File: src/hw/rtl/olir_pkg.sv
package olir_pkg;

	localparam int DEF_CAPACITY   = 256;
	localparam int DEF_ITEM_WIDTH = 32;
	localparam int CAPACITY_LIMIT = 16384;

	typedef enum logic [1:0] {
		CMD_READ   = 2'd0,
		CMD_INSERT = 2'd1,
		CMD_REMOVE = 2'd2,
		CMD_POP    = 2'd3
	} cmd_t;

	typedef enum logic [1:0] {
		STAT_OK    = 2'd0,
		STAT_RANGE = 2'd1,
		STAT_FULL  = 2'd2
	} status_t;

	typedef enum logic [1:0] {
		ST_IDLE,
		ST_APPLY,
		ST_DRAIN,
		ST_REPLY
	} state_t;

	// broadcast to every cell of the chain
	typedef struct packed {
		logic apply;
		logic ins;
		logic rem;
		logic take;
	} cell_ctl_t;

	// register stages from the cell taps to the tree root
	function automatic int tree_latency(input int leaves);
		int depth;
		begin
			depth = $clog2(leaves);
			return 1 + (depth - 1) / 4;
		end
	endfunction

endpackage

File: src/hw/rtl/olir_cell.sv
module olir_cell #(
	parameter int CAPACITY   = olir_pkg::DEF_CAPACITY,
	parameter int ITEM_WIDTH = olir_pkg::DEF_ITEM_WIDTH,
	parameter int INDEX      = 0
) (
	input  logic                          clk,
	input  logic                          arst_n,
	input  olir_pkg::cell_ctl_t           ctl,
	input  logic [$clog2(CAPACITY)-1:0]   pos,
	input  logic [ITEM_WIDTH-1:0]         item,
	input  logic [ITEM_WIDTH-1:0]         lower,
	input  logic [ITEM_WIDTH-1:0]         upper,
	output logic [ITEM_WIDTH-1:0]         word,
	output logic [ITEM_WIDTH-1:0]         tap
);
	import olir_pkg::*;

	localparam int PW = $clog2(CAPACITY);
	localparam logic [PW-1:0] MY_POS = PW'(INDEX);

	logic [ITEM_WIDTH-1:0] word_q;
	logic [ITEM_WIDTH-1:0] tap_q;

	always_ff @(posedge clk or negedge arst_n) begin
		if (!arst_n) begin
			word_q <= '0;
		end else if (ctl.ins) begin
			if (MY_POS > pos) begin
				word_q <= lower;
			end else if (MY_POS == pos) begin
				word_q <= item;
			end
		end else if (ctl.rem) begin
			if (MY_POS >= pos) begin
				word_q <= upper;
			end
		end
	end

	// value seen before the shift
	always_ff @(posedge clk) begin
		if (ctl.apply) begin
			tap_q <= (ctl.take && MY_POS == pos) ? word_q : '0;
		end
	end

	assign word = word_q;
	assign tap  = tap_q;

endmodule

File: config.mk
export PLATFORM = sky130hd
export DESIGN_NAME = olir_cell
export DESIGN_NICKNAME = d
export VERILOG_FILES = /design/src/hw/rtl/olir_pkg.sv /design/src/hw/rtl/olir_cell.sv
export SDC_FILE = /design/constraint.sdc
export NUM_CORES = 1
export LEC_CHECK = 0
export ABC_CLOCK_PERIOD_IN_PS = 1100
export BUFFER_PORTS_ARGS = -buffer_cell sky130_fd_sc_hd__buf_2
export CORE_MARGIN = 2
export CORE_UTILIZATION = 46
export DETAILED_ROUTE_END_ITERATION = 10
export PLACE_DENSITY_LB_ADDON = 0.12
export RECOVER_POWER = 25
export SYNTH_ARGS = -nofsm -noshare
export SYNTH_HDL_FRONTEND = slang
export SYNTH_SLANG_ARGS = --single-unit
File: constraint.sdc
create_clock -name clk -period 1.1 [get_ports clk]
set_input_delay 0.055 -clock clk [delete_from_list [all_inputs] [get_ports clk]]
set_output_delay 0.055 -clock clk [all_outputs]
set_load 0.01 [all_outputs]
==> impl_metrics.json <==
{
  "placementRows": 28,
  "synth_top_area_share_pct": 34.3,
  "port_buffers": 141,
  "worstMarginPinSlew_ns": 0.866,
  "setup_viol": 64,
  "grt_util_met3_pct": 5.49,
  "fin_crit_sh_pct": 122,
  "pwr-share-clk_pct": 37.9,
  "fp.dieH_um": 82.0,
  "crit_family": "simple AND/OR/NAND/NOR gates",
  "die_x_um": 82.0,
  "vias": 2032,
  "synth.distinct_cells": 12,
  "ys_ff_latch": 64,
  "synth_area_leader_cell": "edfxtp_1",
  "power.leakage_nw": 2.03,
  "coreArea_mm2": 0.00589,
  "grt.overflow.total": 0,
  "yosysWarnings": 0,
  "p_comb_share_pct": 12.4,
  "via_per_inst": 4.93,
  "grt_usage_pct": 19.4,
  "switching_share_pct": 23.0,
  "ioPinCount": 174,
  "drc": 0,
  "p_switching_mw": 1.25,
  "worstSetupPathType": "input pin to flop",
  "violations": "negative setup slack",
  "met2_usage_pct": 34.8,
  "grt.busiest_layer": "met2",
  "slowest_stage": "or4_4",
  "syn_inst": 176,
  "fillers": 462,
  "power_frac_seq_pct": 49.8,
  "cts_tree": "built",
  "cp.arrival_ns": 1.55,
  "syn_nets": 286,
  "n_antenna_cell": 0,
  "worst_slack_ns": -0.239,
  "async_reset_ff_share_pct": 50.0,
  "finalPower_mw": 5.44,
  "slowest_delay_ns": 0.53,
  "synth.most_common_cell": "mux2_2",
  "wl_per_cell_um": 16.4,
  "required_ns": 1.31,
  "wl_mm": 6.75,
  "yosys_most_used_dff": "edfxtp_1",
  "dr.pass1.iters": 4,
  "ir_worst_vdd_mv": 0.939,
  "hold_viol": 0,
  "grt_util_met1_pct": 21.4,
  "synth_area_leaders": "edfxtp_1 34%, dfrtp_1 29%, mux2_2 22%",
  "cts_made_buffers": 9,
  "startpoint_type": "input pin",
  "maxCapViolations": 0,
  "antenna_found_initial": 0,
  "htreeDepth": 3,
  "fin_skew_ns": 0.00368,
  "min_period_ns": 1.34,
  "avgSynthCellArea_um2": 15.9,
  "setup-tns-final_ns": -9.73,
  "grt_pass1_vias": 1998,
  "worst-path-buf-inv": 3,
  "area_delta_synth_final_pct": 44.7,
  "min_path_type": "input pin to flop",
  "dr.first_iter.drc_count": 69,
  "clock_path_buffers": 2,
  "ant_nets": 0,
  "drive_above_1_share_pct": 69.4,
  "cts_root_buf": "clkbuf_8",
  "max_slew_margin_pct": 42.3,
  "clk_pin_slew_worst_paths_ns": 0.07,
  "start_util_pct": 47.6,
  "syn_area_mm2": 0.00280,
  "grt_max_degree": 33,
  "fmax_mhz": 747,
  "dp_hpwl_mm": 4.31,
  "crit_path_end_kind": "flop",
  "cp_cell_sequence": "buf_2, or4_4, nor3_4, buf_6, clkbuf_16, mux2_4",
  "clock-sinks": 64,
  "die-area_mm2": 0.00672,
  "nNetsFinal": 442,
  "finalMaxSlewViolations": 0,
  "rsz0062_at_grt": "yes",
  "synth_commonest_cells": "54 x mux2_2, 32 x and2_1, 32 x dfrtp_1, 32 x edfxtp_1, 10 x mux2_1",
  "cp_max_fo": 8,
  "power_density_mw_per_mm2": 1340,
  "run_status": "finished, violations left",
  "yosysSeqAreaShare_pct": 62.9,
  "synth_edf_count": 32,
  "internal-power_mw": 4.19,
  "clock_latency_ns": 0.33,
  "gp_congestion": 0.714,
  "grt_pass1_wl_mm": 9.45
}
-- final timing paths --
kind                            startpoint       end  slack, ns  cells past startpoint
worst max-delay path                pos[0]   word[4]      -0.24                      6
worst min-delay path              upper[2]   word[2]       0.07                      3
worst max register to register     word[7]   word[7]       0.29                      1
worst min register to register     word[2]   word[2]       0.50                      1
max in group asynchronous           arst_n  word[29]       0.51                      3
min in group asynchronous           arst_n   word[7]       0.16                      2
-- cell type report --
type | instances | area (um^2) | share of cell area, %
clock buffer | 11 | 151 | 3.74
tap | 75 | 93.8 | 2.32
sequential | 64 | 1760 | 43.5
clock inverter | 5 | 55.1 | 1.36
multi-input combinational | 101 | 1070 | 26.3
inverter | 1 | 3.75 | 0.0926
timing repair buffer | 155 | 920 | 22.7
-- cell families (layout without fill, tap and decap cells) --
group / after synthesis / after routing / synth area share (%)
buffers and inverters: 11 / 172 / 2.28
DFF: 64 / 64 / 62.9
muxes: 64 / 64 / 25.7
and+or+nand+nor: 37 / 37 / 9.03
-- state kept, by name (all words and copies together) (netlist names) --
name and flops:
tap 32, word 32
-- placed cells by master (no fill, tap or decap) --
| cell | synthesis | routed |
|---|---|---|
| buf_12 | 0 | 4 |
| buf_8 | 0 | 1 |
| clkinv_2 | 0 | 2 |
| clkbuf_2 | 0 | 1 |
| buf_4 | 0 | 4 |
| clkinvlp_4 | 0 | 2 |
| buf_6 | 3 | 3 |
| inv_1 | 1 | 1 |
| mux2_2 | 54 | 37 |
| mux2_1 | 10 | 4 |
| bufinv_16 | 0 | 1 |
| nor2_1 | 1 | 1 |
| or4_4 | 2 | 2 |
| buf_2 | 0 | 139 |
| clkbuf_8 | 0 | 11 |
| dlygate4sd3_1 | 0 | 1 |
| edfxtp_1 | 32 | 32 |
| clkbuf_16 | 0 | 2 |
| dfrtp_1 | 32 | 32 |
| and2_1 | 32 | 32 |
| nor3_4 | 1 | 2 |
| mux2_4 | 0 | 23 |
-- power by group through the flow --
| stage | Sequential, mW | Combinational [mW] | Clock (mW) |
|---|---|---|---|
| 2_1_floorplan | 2.81 | 0.199 | 0 |
| 4_1_cts | 2.70 | 0.645 | 2.08 |
| 6_report | 2.71 | 0.672 | 2.06 |
| 3_5_place_dp | 2.75 | 0.637 | 0 |
| 3_3_place_gp | 2.75 | 0.622 | 0 |
| 5_1_grt | 2.72 | 0.732 | 2.20 |
-- tightest hold or removal path, delay by kind of cell --
family	cells	cell delay, ns
mux	2	0.24
buf+inv	1	0.07
-- per-layer routing --
layer	wire length (um)	up-vias	share of wire [%]
li1	-	940	-
met1	2590	991	38
met2	3590	91	53
met3	466	10	6.9
met4	110	0	1.6
met5	0	-	0
-- through the flow --
| step | instances | worst slack (ns) | utilization (%) | instance area (um^2) | hold slack [ns] |
|---|---|---|---|---|---|
| 2_1_floorplan | 176 | -0.432 | - | 2810 | -0.241 |
| 3_3_place_gp | 391 | -0.547 | 62.6 | 3680 | -0.0113 |
| 3_5_place_dp | 391 | -0.570 | 62.6 | 3680 | -0.00375 |
| 4_1_cts | 408 | -0.209 | 66.3 | 3910 | 0.0579 |
| 5_1_grt | 412 | -0.249 | 68.8 | 4050 | 0.0747 |
| 6_report | 412 | -0.239 | 68.8 | 4050 | 0.0673 |
-- repair_timing --
| item | CTS | global route |
|---|---|---|
| pin swaps | 0 | 2 |
| hold buffers | 1 | 0 |
| gates resized for setup | 1 | 24 |
| buffers inserted | 0 | 1 |
| hold endpoints to repair | 32 | 0 |
| endpoints found under the setup margin | 64 | 64 |
| gates cloned | 0 | 3 |
(Power assumes the default switching activity.)
